**src/design/tid_pkg.sv**
```systemverilog
package tid_pkg;

   // Width of timestamps and durations; all time arithmetic wraps at this width.
   localparam int TIME_W     = 32;
   localparam int INTERVAL_W = 16;
   localparam int MODE_W     = 2;
   localparam int CSR_DATA_W = 16;
   localparam int CSR_IDX_W  = 1;

   localparam logic [INTERVAL_W-1:0] INTERVAL_RESET = INTERVAL_W'(10);

   // Register indexes of the configuration port.
   localparam logic [CSR_IDX_W-1:0] CSR_INTERVAL = 1'b0;
   localparam logic [CSR_IDX_W-1:0] CSR_MODE     = 1'b1;

   // Debounce policies. The unused code behaves as stable wait.
   typedef enum logic [MODE_W-1:0] {
      MODE_STABLE  = 2'd0,
      MODE_LOCKOUT = 2'd1,
      MODE_PROMPT  = 2'd2
   } debounce_mode_type;

   typedef struct packed {
      logic [INTERVAL_W-1:0] interval_ms;
      logic [MODE_W-1:0]     debounce_mode;
   } tid_cfg_type;

   typedef struct packed {
      logic              mode;
      logic              sample_level;
      logic [TIME_W-1:0] now_ms;
   } req_item_type;

   typedef struct packed {
      logic              debounced_level;
      logic              changed;
      logic              rose;
      logic              fell;
      logic [TIME_W-1:0] previous_duration;
      logic [TIME_W-1:0] current_duration;
   } rsp_item_type;

endpackage

```
**src/design/tid_core.sv**
```systemverilog
module tid_core
   import tid_pkg::*;
(
   input  logic         clock,
   input  logic         reset,
   input  tid_cfg_type  cfg,
   input  logic         upd_en,
   input  req_item_type item,
   output rsp_item_type result
);

   logic              stable_ff, stable_in;
   logic              unstable_ff, unstable_in;
   logic [TIME_W-1:0] event_ff, event_in;
   logic [TIME_W-1:0] change_ff, change_in;
   logic [TIME_W-1:0] prior_ff, prior_in;

   logic [TIME_W-1:0] since_event;
   logic [TIME_W-1:0] since_change;
   logic              settled;
   logic              diff_stable;
   logic              diff_unstable;
   logic              accept;

   assign since_event   = item.now_ms - event_ff;
   assign since_change  = item.now_ms - change_ff;
   assign settled       = since_event >= {{(TIME_W-INTERVAL_W){1'b0}}, cfg.interval_ms};
   assign diff_stable   = item.sample_level != stable_ff;
   assign diff_unstable = item.sample_level != unstable_ff;

   always_comb begin
      stable_in   = stable_ff;
      unstable_in = unstable_ff;
      event_in    = event_ff;
      change_in   = change_ff;
      prior_in    = prior_ff;
      accept      = 1'b0;

      if (item.mode) begin
         stable_in   = item.sample_level;
         unstable_in = item.sample_level;
         event_in    = (cfg.debounce_mode == MODE_LOCKOUT) ? '0 : item.now_ms;
      end else begin
         unique case (cfg.debounce_mode)
            MODE_LOCKOUT: begin
               if (settled && diff_stable) begin
                  event_in = item.now_ms;
                  accept   = 1'b1;
               end
            end
            MODE_PROMPT: begin
               // The level change and the unstable timer restart are independent.
               if (settled && diff_stable) begin
                  accept = 1'b1;
               end
               if (diff_unstable) begin
                  unstable_in = ~unstable_ff;
                  event_in    = item.now_ms;
               end
            end
            default: begin
               if (diff_unstable) begin
                  unstable_in = ~unstable_ff;
                  event_in    = item.now_ms;
               end else if (settled && diff_stable) begin
                  event_in = item.now_ms;
                  accept   = 1'b1;
               end
            end
         endcase
      end

      if (accept) begin
         stable_in = ~stable_ff;
         prior_in  = since_change;
         change_in = item.now_ms;
      end
   end

   always_comb begin
      result.debounced_level   = stable_in;
      result.changed           = accept;
      result.rose              = accept && stable_in;
      result.fell              = accept && !stable_in;
      result.previous_duration = prior_in;
      // A change restarts the current state at this very timestamp.
      result.current_duration  = accept ? '0 : since_change;
   end

   always_ff @(posedge clock) begin
      if (reset) begin
         stable_ff   <= 1'b0;
         unstable_ff <= 1'b0;
         event_ff    <= '0;
         change_ff   <= '0;
         prior_ff    <= '0;
      end else if (upd_en) begin
         stable_ff   <= stable_in;
         unstable_ff <= unstable_in;
         event_ff    <= event_in;
         change_ff   <= change_in;
         prior_ff    <= prior_in;
      end
   end

endmodule

```
**src/design/timed_input_debouncer_top.sv**
```systemverilog
// Timed input debouncer. Each request beat carries a raw input level and a
// wrapping 32-bit millisecond timestamp; mode high restarts the debouncer at
// that level, mode low feeds it a sample. Every request produces exactly one
// response beat with the debounced level, a changed pulse with rose and fell
// flags, how long the previous debounced state lasted and how long the
// current one has lasted. The policy comes from the debounce_mode register
// (stable wait, lock-out or prompt detection; the unused code acts as stable
// wait) and the settle time from interval_ms. The block takes one beat per
// clock cycle while the response side is not stalled. A request is held in
// the input register, and its response is then registered in the response
// register. A stalled response holds the input register, and the request
// side stalls in that same cycle. The whole state update for a sample is
// combinational between those registers, which is what sets that
// throughput. Write the registers only while no beat is in flight.
module timed_input_debouncer_top
   import tid_pkg::*;
(
   input  logic                  clock,
   input  logic                  reset,

   input  logic                  req_valid,
   output logic                  req_stall,
   input  req_item_type          req_data,

   output logic                  rsp_valid,
   input  logic                  rsp_stall,
   output rsp_item_type          rsp_data,

   input  logic                  csr_write_en,
   input  logic [CSR_IDX_W-1:0]  csr_index,
   input  logic [CSR_DATA_W-1:0] csr_wdata
);

   // Configuration registers.
   tid_cfg_type  cfg_ff;

   // Input register stage.
   logic         in_valid_ff, in_valid_in;
   req_item_type in_data_ff;

   // Response register stage.
   logic         out_valid_ff, out_valid_in;
   rsp_item_type out_data_ff;

   rsp_item_type core_result;
   logic         req_take;
   logic         advance;

   // The held beat moves on when the response register is empty or is being
   // drained this cycle. Only then does the debouncer state advance, so each
   // sample updates the state exactly once.
   assign advance   = in_valid_ff && (!out_valid_ff || !rsp_stall);

   // The input register can take a new beat whenever it is empty or its
   // current beat moves on in the same cycle.
   assign req_stall = in_valid_ff && !advance;
   assign req_take  = req_valid && !req_stall;

   assign in_valid_in  = req_take || (in_valid_ff && !advance);
   assign out_valid_in = advance || (out_valid_ff && rsp_stall);

   always_ff @(posedge clock) begin
      if (reset) begin
         in_valid_ff  <= 1'b0;
         out_valid_ff <= 1'b0;
      end else begin
         in_valid_ff  <= in_valid_in;
         out_valid_ff <= out_valid_in;
      end
   end

   always_ff @(posedge clock) begin
      if (req_take) begin
         in_data_ff <= req_data;
      end
      if (advance) begin
         out_data_ff <= core_result;
      end
   end

   // Register writes; only the low bits of the data that fit a register count.
   always_ff @(posedge clock) begin
      if (reset) begin
         cfg_ff.interval_ms   <= INTERVAL_RESET;
         cfg_ff.debounce_mode <= MODE_STABLE;
      end else if (csr_write_en) begin
         unique case (csr_index)
            CSR_INTERVAL: cfg_ff.interval_ms   <= csr_wdata[INTERVAL_W-1:0];
            CSR_MODE:     cfg_ff.debounce_mode <= csr_wdata[MODE_W-1:0];
            default: begin
            end
         endcase
      end
   end

   // Debouncer state and the per-sample decision logic.
   tid_core u_core (
      .clock  (clock),
      .reset  (reset),
      .cfg    (cfg_ff),
      .upd_en (advance),
      .item   (in_data_ff),
      .result (core_result)
   );

   assign rsp_valid = out_valid_ff;
   assign rsp_data  = out_data_ff;

endmodule

```
**config.mk**
```make
export PLATFORM = sky130hd
export DESIGN_NAME = timed_input_debouncer_top
export DESIGN_NICKNAME = d
export VERILOG_FILES = /design/src/design/tid_pkg.sv /design/src/design/tid_core.sv /design/src/design/timed_input_debouncer_top.sv
export SDC_FILE = /design/constraint.sdc
export NUM_CORES = 1
export LEC_CHECK = 0
export BUFFER_PORTS_ARGS = -buffer_cell sky130_fd_sc_hd__buf_2
export CAP_MARGIN = 20
export CORE_ASPECT_RATIO = 1.1
export CORE_MARGIN = 5
export CORE_UTILIZATION = 30
export CTS_CLUSTER_DIAMETER = 40
export DETAILED_ROUTE_END_ITERATION = 7
export GPL_TIMING_DRIVEN = 0
export RECOVER_POWER = 50
export SYNTH_ARGS = -nofsm -noshare
export SYNTH_HDL_FRONTEND = slang
export SYNTH_SLANG_ARGS = --single-unit
```
**constraint.sdc**
```tcl
create_clock -name clock -period 5.75 [get_ports clock]
set_input_delay 1.15 -clock clock [delete_from_list [all_inputs] [get_ports clock]]
set_output_delay 1.15 -clock clock [all_outputs]
set_load 0.01 [all_outputs]
```
==> flow_summary.yaml, run 1 <==
status:
  status: "finished, violations left"
  violations: "max-capacitance violations, max-slew violations"
sta:
  finalMaxSlewViolations: 63
  hold_viol: 0
  period_share_pct: 95.7
  rsz0062_at_grt: "no"
  fin_setup_tns_ns: 0
  max_freq_mhz: 182
  slew_headroom_pct: -20.5
  finClkSkew_ns: 0.0142
  setup_viol: 0
  tightest_slew_ns: 1.81
  period_minus_slack_ns: 5.50
route:
  drtAntennaViolNets: 0
  num_vias: 11288
  avgRoutedWirePerCell_um: 16.7
  drt_iter0_markers: 637
  remaining_drc_errors: 0
  routed_via_density: 5.08
  finalWirelength_um: 37100
  first_pass_iters: 5
setup_path:
  critPathMaxStageDelay_ns: 0.54
  end_kind: "register"
  crit_buf_inv: 3
  crit_type: "reg2reg"
  cp_top_family: "compound AO/OA/AOI/OAI gates"
  worst_path_max_delay_cell: "edfxtp_1"
  cp.arrival_ns: 5.80
  path_cells: "ha_1 -> a21oi_1 -> nand3b_1 -> nor2b_1 -> nand2_1 -> a31oi_2 -> xnor2_1 -> ha_1 -> a2111oi_2 -> o2111a_1 -> o221ai_1 -> a2111oi_2 -> o211ai_1 -> nor4_2 -> and4b_1 -> a221o_1 -> buf_4 -> buf_2 -> clkbuf_4 -> o21ai_0"
  critPathLaunchType: "register"
  required_ns: 6.05
  path_max_fanout: 10
place:
  placed_area_mm2: 0.0143
  hpwl_um: 28600
  io_buffers: 124
  finalWeightedCongestion: 0.871
  dp.cells: 2160
floorplanning:
  std_cell_rows: 79
  start_util_pct: 30.4
  die_h_um: 227
  ioPinCount: 126
  die_area_mm2: 0.0472
  coreArea_mm2: 0.0424
  die_w_um: 208
layout:
  design_area_mm2: 0.0153
  fin_nets: 1767
  multiInputGateArea_mm2: 0.00671
  final-seq-area_mm2: 0.00543
  fill_cells: 4362
  num_antenna_cells: 0
  drive_gt1_share_pct: 9.07
  area_growth_pct: 18.4
  fin_cells: 2221
clock_network:
  cts-root-buf: "clkbuf_16"
  clk_pin_slew_worst_paths_ns: 0.06
  hold_buffers: 0
  htree_levels: 1
  cts_sinks: 220
  cts_tree: "yes"
  cts-buffers-inserted: 31
  clk_latency_ns: 0.57
  max-clock-path-buffers: 3
yosys:
  synth_edf_count: 102
  postSynthAreaPerCell_um2: 8.79
  synthCells: 1466
  yosysWarnings: 0
  async_reset_ff_share_pct: 0
  synthesis.area_mm2: 0.0129
  ys_ff_latch: 220
  seq_area_frac_synth_pct: 42.1
  synth_nets: 1604
  synth_ff_type: "dfxtp_1"
  synth_cell_types: 76
global_routing:
  grt_pass1_wl_um: 58400
  grt_pass1_vias: 10922
  grt_max_degree: 32
  grt.total_usage_pct: 15.0
  antenna_found_initial: 0
  overflow: 0
power:
  cellPowerDensity_mw_per_mm2: 293
  p_total_mw: 4.47
  peakVddDrop_mv: 0.236
  power.leakage_nw: 5.46
flow_run:
  max_cap_violations: 2
hold_path:
  hold_path_class: "reg2reg"
==> synthesized netlist by cell type (4+ instances only) <==
cell	instances	share of area [%]
nand2_1	151	4.4
a211oi_1	8	0.47
dfxtp_1	118	18
edfxtp_1	102	24
clkbuf_1	47	1.4
mux2i_1	4	0.31
nand4_1	7	0.34
nand2b_1	16	0.78
inv_1	101	2.9
nand3_1	72	2.8
o21a_1	7	0.41
a31oi_1	9	0.44
or3_1	4	0.19
a21o_1	27	1.6
mux2_1	13	1.1
a21oi_1	164	6.4
and3_1	7	0.34
buf_1	10	0.29
buf_2	20	0.78
o21bai_1	9	0.52
a21boi_0	8	0.47
o22ai_1	32	1.6
ha_1	80	7.8
xor2_1	18	1.2
nor3_1	21	0.82
a211o_1	4	0.27
xnor2_1	28	1.9
o21ai_0	99	3.8
buf_4	4	0.23
a22oi_1	32	1.9
nor2_1	81	2.4
and2_1	34	1.7
o211ai_1	15	0.87
a31o_1	30	2.0
o31ai_1	5	0.29
nor2b_1	12	0.58
==> cell type report <==
cell class / instances / area share, %
Multi-Input combinational cell: 1056 / 43.9
Sequential cell: 220 / 35.5
Clock buffer: 32 / 5.11
Tap cell: 567 / 4.65
Timing Repair Buffer: 130 / 3.80
Buffer: 86 / 2.56
Inverter: 104 / 2.56
Clock inverter: 26 / 1.83
==> worst paths after layout <==
check           startpoint           end  slack [ns]  cells past startpoint
max reg2reg  in_data_ff[8]  rsp_data[33]        0.25                     20
min reg2reg      cfg_ff[7]     cfg_ff[7]        0.46                      2
min              cfg_ff[7]     cfg_ff[7]        0.46                      2
max          in_data_ff[8]  rsp_data[33]        0.25                     20
==> sequential cells by signal, summed over array words and instances, names as in the netlist <==
signal / count
u_core.event_ff: 32
rsp_data: 68
u_core.prior_ff: 32
cfg_ff: 18
in_valid_ff: 1
u_core.unstable_ff: 1
u_core.change_ff: 32
u_core.stable_ff: 1
rsp_valid: 1
in_data_ff: 34
==> report_power, final <==
group / leakage (nW) / switching (mW) / internal (mW)
Combinational: 3.02 / 0.483 / 0.294
Clock: 0.513 / 0.791 / 1.11
Sequential: 1.92 / 0.0578 / 1.73
==> cells by family (layout without fill, tap and decap cells) <==
logic type | count (synthesis) | in the layout | synth area share [%]
XOR/XNOR | 46 | 46 | 3.13
buffers and inverters | 190 | 378 | 6.04
flip-flops | 220 | 220 | 42.1
AO/OA/AOI/OAI | 487 | 487 | 23.8
multiplexers | 17 | 17 | 1.45
adder cells (fa/ha/maj) | 82 | 82 | 8.08
AND/OR/NAND/NOR | 424 | 424 | 15.5
==> placed cells by master (no fill, tap or decap), types with 7 or more instances in the layout <==
cell / n
nand3_1: 72
and2_1: 34
clkbuf_1: 129
buf_4: 7
o22ai_1: 32
a31o_1: 30
o21bai_1: 9
ha_1: 80
nor3_1: 21
a21oi_1: 163
and3_1: 7
nand2_1: 151
buf_1: 9
o211ai_1: 15
mux2_1: 13
xnor2_1: 28
nor2_1: 81
a21o_1: 27
a211oi_1: 8
nand4_1: 7
edfxtp_1: 102
inv_1: 101
clkbuf_16: 31
a31oi_1: 8
nand2b_1: 16
dfxtp_1: 118
xor2_1: 18
o21a_1: 7
nor2b_1: 12
a21boi_0: 8
o21ai_0: 98
a22oi_1: 32
buf_2: 65
==> timing repair <==
item / in CTS / in global routing
buffers inserted: 0 / 3
cloned: 0 / 0
gates resized for setup: 2 / 5
hold endpoints to repair: 0 / 0
setup endpoints to repair: 92 / 105
==> per-layer routing <==
metal  up-vias  routed length (um)  GRT usage, %
li1       5644                   -             -
met1      5269               16400          18.6
met2       307               18000          26.9
met3        68                1770          2.34
met4         0                1040          4.78
met5         -                   0             0
==> worst min-delay path, stage by stage, from the launching register on <==
cell and delay (ns):
dfxtp_1 0.31, nand2_1 0.05, a21oi_1 0.05
==> through the flow <==
stage	worst slack [ns]	utilization, %	hold slack (ns)
5_1_grt	0.0178	36.0	0.478
3_3_place_gp	-0.263	33.5	0.450
6_report	0.245	36.0	0.456
3_5_place_dp	-0.146	33.7	0.449
2_1_floorplan	1.26	-	0.436
4_1_cts	0.0767	36.2	0.457
No activity file was read; power rests on OpenSTA's default activity.
==> inputs of run 2 (changes only) <==
Settings changed: CORE_UTILIZATION 30 to 31.
==> run 2 against run 1 <==
Compared with the run above:
- the flow still finishes with violations (max-capacitance violations, max-slew violations)
- hold slack lost 0.0034 ns
- clock skew grew 0.0046 ns
- via count shrank 1.5%
- clock power grew 19%
- first-iteration DRC count grew 25%
- critical path type unchanged
- largest power group unchanged
==> flow_summary.yaml, run 2 (synthesis results as in run 1) <==
sta:
  setup_viol: 0
  hold_viol: 0
  period_share_pct: 95.2
  tightest_slew_ns: 2.13
  slew_headroom_pct: -42.2
  rsz0062_at_grt: "no"
  period_minus_slack_ns: 5.47
  finalMaxSlewViolations: 71
  finClkSkew_ns: 0.0187
  max_freq_mhz: 183
  fin_setup_tns_ns: 0
route:
  routed_via_density: 4.99
  drt_iter0_markers: 796
  drtAntennaViolNets: 0
  num_vias: 11120
  avgRoutedWirePerCell_um: 16.5
  first_pass_iters: 5
  remaining_drc_errors: 0
  finalWirelength_um: 36700
global_routing:
  grt_pass1_vias: 11021
  antenna_found_initial: 0
  grt.total_usage_pct: 15.7
  overflow: 0
  grt_max_degree: 43
  grt_pass1_wl_um: 58400
setup_path:
  crit_buf_inv: 3
  r2r_cells: 20
  critPathMaxStageDelay_ns: 0.54
  critPathLaunchType: "register"
  rr_endpoint: "rsp_data[58]"
  required_ns: 6.02
  worst_path_max_delay_cell: "edfxtp_1"
  r2r_slack_ns: 0.28
  cp.arrival_ns: 5.74
  rr_startpoint: "in_data_ff[11]"
  cp_top_family: "compound AO/OA/AOI/OAI gates"
  crit_type: "reg2reg"
  path_max_fanout: 10
  path_cells: "ha_1 -> and3_1 -> nand3b_1 -> nor2b_1 -> nand2_1 -> a31oi_1 -> xnor2_1 -> ha_1 -> a2111oi_2 -> o2111a_1 -> o221ai_1 -> a2111oi_2 -> o211ai_1 -> nor4_2 -> and4b_1 -> a221o_1 -> buf_4 -> inv_2 -> buf_4 -> mux2_1"
  end_kind: "register"
clock_network:
  cts-root-buf: "clkbuf_16"
  max-clock-path-buffers: 3
  clk_latency_ns: 0.54
  clk_pin_slew_worst_paths_ns: 0.05
  htree_levels: 2
  cts_sinks: 220
  cts-buffers-inserted: 38
  cts_tree: "yes"
  hold_buffers: 0
power:
  p_clk_share_pct: 47.2
  p_sw_mw: 1.37
  p_total_mw: 4.84
  power.leakage_nw: 5.57
  seq_power_share_pct: 36.9
  intPower_mw: 3.47
  combPwrFrac_pct: 15.9
  swShare_pct: 28.3
  peakVddDrop_mv: 0.149
  cellPowerDensity_mw_per_mm2: 313
place:
  io_buffers: 124
  placed_area_mm2: 0.0143
  finalWeightedCongestion: 0.895
  hpwl_um: 27900
floorplanning:
  std_cell_rows: 78
  start_util_pct: 31.3
  die_w_um: 204
  die_area_mm2: 0.0458
  ioPinCount: 126
  coreArea_mm2: 0.0412
  die_h_um: 224
layout:
  drive_gt1_share_pct: 9.54
  layout_commonest_cell: "a21oi_1"
  design_area_mm2: 0.0155
  num_antenna_cells: 0
  fin_nets: 1775
  area_growth_pct: 20.1
  fill_cells: 4291
  largest_register_ff_count: 68
  layout_common_cells: "163 x a21oi_1, 151 x nand2_1, 133 x clkbuf_1"
hold_path:
  holdCritStartpoint: "cfg_ff[12]"
  hold_path_class: "reg2reg"
  hold_depth: 2
  holdPathEnd: "cfg_ff[12]"
status:
  violations: "max-capacitance violations, max-slew violations"
  status: "finished, violations left"
flow_run:
  max_cap_violations: 2
-- run 2: worst reg2reg max path, stage by stage (launching register included) --
cell       delay [ns]
edfxtp_1         0.54
ha_1             0.43
and3_1           0.21
nand3b_1         0.16
nor2b_1          0.27
nand2_1          0.15
a31oi_1          0.31
xnor2_1          0.12
ha_1             0.25
a2111oi_2        0.35
o2111a_1         0.25
o221ai_1         0.11
a2111oi_2        0.26
o211ai_1         0.23
nor4_2           0.27
and4b_1          0.31
a221o_1          0.17
buf_4            0.19
inv_2            0.10
buf_4            0.20
mux2_1           0.34
-- run 2: power groups by stage --
stage | Combinational [mW] | Sequential, mW | Clock (mW)
floorplan | 0.532 | 1.81 | 0
global placement | 0.755 | 1.82 | 0
detailed placement | 0.774 | 1.81 | 0
CTS | 0.780 | 1.78 | 2.34
global route | 0.865 | 1.79 | 2.40
finish | 0.771 | 1.78 | 2.28
-- run 2: cell type report --
type / count / area, um^2 / share of cell area [%]
buffer: 86 / 393 / 2.54
clock buffer: 43 / 991 / 6.41
clock inverter: 27 / 304 / 1.97
inverter: 104 / 390 / 2.52
multi-input combinational: 1056 / 6700 / 43.3
sequential: 220 / 5430 / 35.1
tap: 560 / 701 / 4.53
timing repair buffer: 131 / 564 / 3.65
-- run 2: layer usage --
layer / vias to the layer above / track usage (%) / part of all wire, %
met5: - / 0 / 0
met4: 0 / 5.66 / 3.2
met3: 64 / 2.79 / 5.0
met2: 275 / 26.9 / 48
met1: 5121 / 19.9 / 44
li1: 5660 / - / -
-- run 2: worst max path at each step --
stage | from | to | cells past startpoint
floorplan | in_data_ff[0] | rsp_data[42] | 23
global placement | rsp_stall | u_core.prior_ff[27] | 9
detailed placement | in_data_ff[8] | rsp_data[33] | 20
CTS | in_data_ff[0] | rsp_data[33] | 22
global route | in_data_ff[12] | rsp_data[54] | 22
finish | in_data_ff[11] | rsp_data[58] | 20
-- run 2: repair_timing --
item                                    4_1_cts  5_1_grt
endpoints found under the setup margin       74      103
resized for setup                             2        5
setup buffers                                 0        4
-- run 2: stage by stage --
| step | hold WS (ns) | worst slack [ns] | instances | utilization [%] |
|---|---|---|---|---|
| after floorplan | 0.436 | 1.26 | 1466 | - |
| after global placement | 0.448 | -0.206 | 2150 | 34.5 |
| after detailed placement | 0.448 | -0.152 | 2153 | 34.7 |
| after CTS | 0.455 | 0.103 | 2223 | 37.8 |
| after global routing | 0.474 | 0.0108 | 2227 | 37.6 |
| final | 0.453 | 0.275 | 2227 | 37.6 |
==> inputs of run 3 (changes only) <==
Settings changed: BUFFER_PORTS_ARGS -buffer_cell sky130_fd_sc_hd__buf_2 to -buffer_cell sky130_fd_sc_hd__buf_4.
==> run 3 against run 2 <==
Compared with the run above:
- the flow still finishes with violations (max-capacitance violations, max-slew violations)
- global-route usage about the same
- register-to-register slack worse by 0.14 ns
- clock skew barely moved
- hold slack worse by 0.00081 ns
- sequential power is essentially flat
- critical path type unchanged
- largest cell class unchanged
- highest routed layer unchanged
==> flow_summary.yaml, run 3 (synthesis results as in run 1) <==
status:
  status: "finished, violations left"
  violations: "max-capacitance violations, max-slew violations"
global_routing:
  grt_pass1_wl_um: 58600
  grt.total_usage_pct: 15.7
  grt_pass1_vias: 10895
  overflow: 0
  grt_max_degree: 44
  antenna_found_initial: 0
floorplanning:
  std_cell_rows: 78
  die_h_um: 224
  ioPinCount: 126
  die_area_mm2: 0.0458
  coreArea_mm2: 0.0412
  start_util_pct: 31.3
  die_w_um: 204
place:
  post-place-ws_ns: -0.0657
  io_buffers: 124
  finalWeightedCongestion: 0.893
  dp.cells: 2153
  hpwl_um: 28500
setup_path:
  path_max_fanout: 10
  required_ns: 6.00
  end_kind: "register"
  critPathLaunchType: "register"
  crit_type: "reg2reg"
  cp.arrival_ns: 5.87
route:
  avgRoutedWirePerCell_um: 16.6
  drtAntennaViolNets: 0
  routed_via_density: 5.08
  remaining_drc_errors: 0
  drt_iter0_markers: 931
  num_vias: 11376
  first_pass_iters: 6
  finalWirelength_um: 37200
sta:
  period_minus_slack_ns: 5.62
  tightest_slew_ns: 2.28
  finalWorstSetupSlack_ns: 0.133
  finalMaxSlewViolations: 44
  slew_headroom_pct: -52.0
  period_share_pct: 97.7
  setup_viol: 0
  finClkSkew_ns: 0.0184
  hold_viol: 0
  max_freq_mhz: 178
layout:
  drive_gt1_share_pct: 11.2
  area_growth_pct: 22.1
  num_antenna_cells: 0
  fin_cells: 2241
  layout_commonest_cell: "a21oi_1"
  fin_nets: 1793
  layout_common_cells: "162 x a21oi_1, 151 x nand2_1, 127 x clkbuf_1"
  largest_register_ff_count: 68
  final_util_pct: 38.2
power:
  peakVddDrop_mv: 0.142
  cellPowerDensity_mw_per_mm2: 302
  power.leakage_nw: 5.68
clock_network:
  cts-buffers-inserted: 36
  cts_sinks: 220
  htree_levels: 2
  clk_pin_slew_worst_paths_ns: 0.06
  cts_tree: "yes"
  max-clock-path-buffers: 3
  clk_latency_ns: 0.51
  cts-root-buf: "clkbuf_16"
flow_run:
  max_cap_violations: 1
hold_path:
  hold_path_class: "reg2reg"
run 3: power breakdown:
group	internal (mW)	switching (mW)	total, mW
registers	1.73	0.0553	1.78
clock network	1.37	0.790	2.16
logic	0.318	0.490	0.807
total	3.42	1.33	4.75
run 3: final timing paths:
kind	start	end	slack, ns	depth (start not counted)
worst max-delay path	in_data_ff[2]	rsp_data[42]	0.13	20
worst min-delay path	cfg_ff[7]	cfg_ff[7]	0.45	2
worst max register to register	in_data_ff[2]	rsp_data[42]	0.13	20
worst min register to register	cfg_ff[7]	cfg_ff[7]	0.45	2
run 3: per-layer routing:
metal / wire length [um] / vias to the layer above / GRT usage, %
li1: - / 5692 / -
met1: 16100 / 5261 / 20.0
met2: 17600 / 348 / 26.6
met3: 2010 / 75 / 2.62
met4: 1440 / 0 / 6.29
met5: 0 / - / 0
run 3: timing repair:
action / 4_1_cts / 5_1_grt
endpoints found under the hold margin: 0 / 0
setup endpoints to repair: 7 / 116
hold buffers: 0 / 0
gates resized for setup: 1 / 18
setup buffers: 0 / 24
pin swaps: 0 / 7
run 3: critical path: stages (launching register included):
cell and delay, ns:
edfxtp_1 0.47, ha_2 0.43, o211ai_1 0.10, a21o_1 0.20, a211o_1 0.33, nand2_1 0.16, a31oi_2 0.15, xnor2_1 0.17
ha_1 0.25, a2111oi_2 0.37, o2111a_1 0.26, o221ai_1 0.13, a2111oi_2 0.43, o211ai_1 0.22, nor4_2 0.40, and4b_1 0.29
a221o_1 0.16, buf_4 0.19, inv_2 0.09, buf_4 0.20, mux2_1 0.34
run 3: through the flow:
stage                     instance area, um^2  hold WS (ns)  setup TNS, ns  total power [mW]
after floorplan                         12900         0.436              0              2.34
after global placement                  14500         0.448         -16.85              2.60
after detailed placement                14600         0.448         -0.166              2.62
after CTS                               15800         0.455              0              4.81
after global routing                    15700         0.474        -0.0103              4.96
final                                   15700         0.452              0              4.75
run 3: final cells by class:
cell class	count	area (um^2)
tap	560	701
fill	4233	25400
buffer	86	395
clock buffer	39	933
timing repair buffer	151	842
sequential	220	5430
clock inverter	25	274
multi-input combinational	1056	6780
inverter	104	390
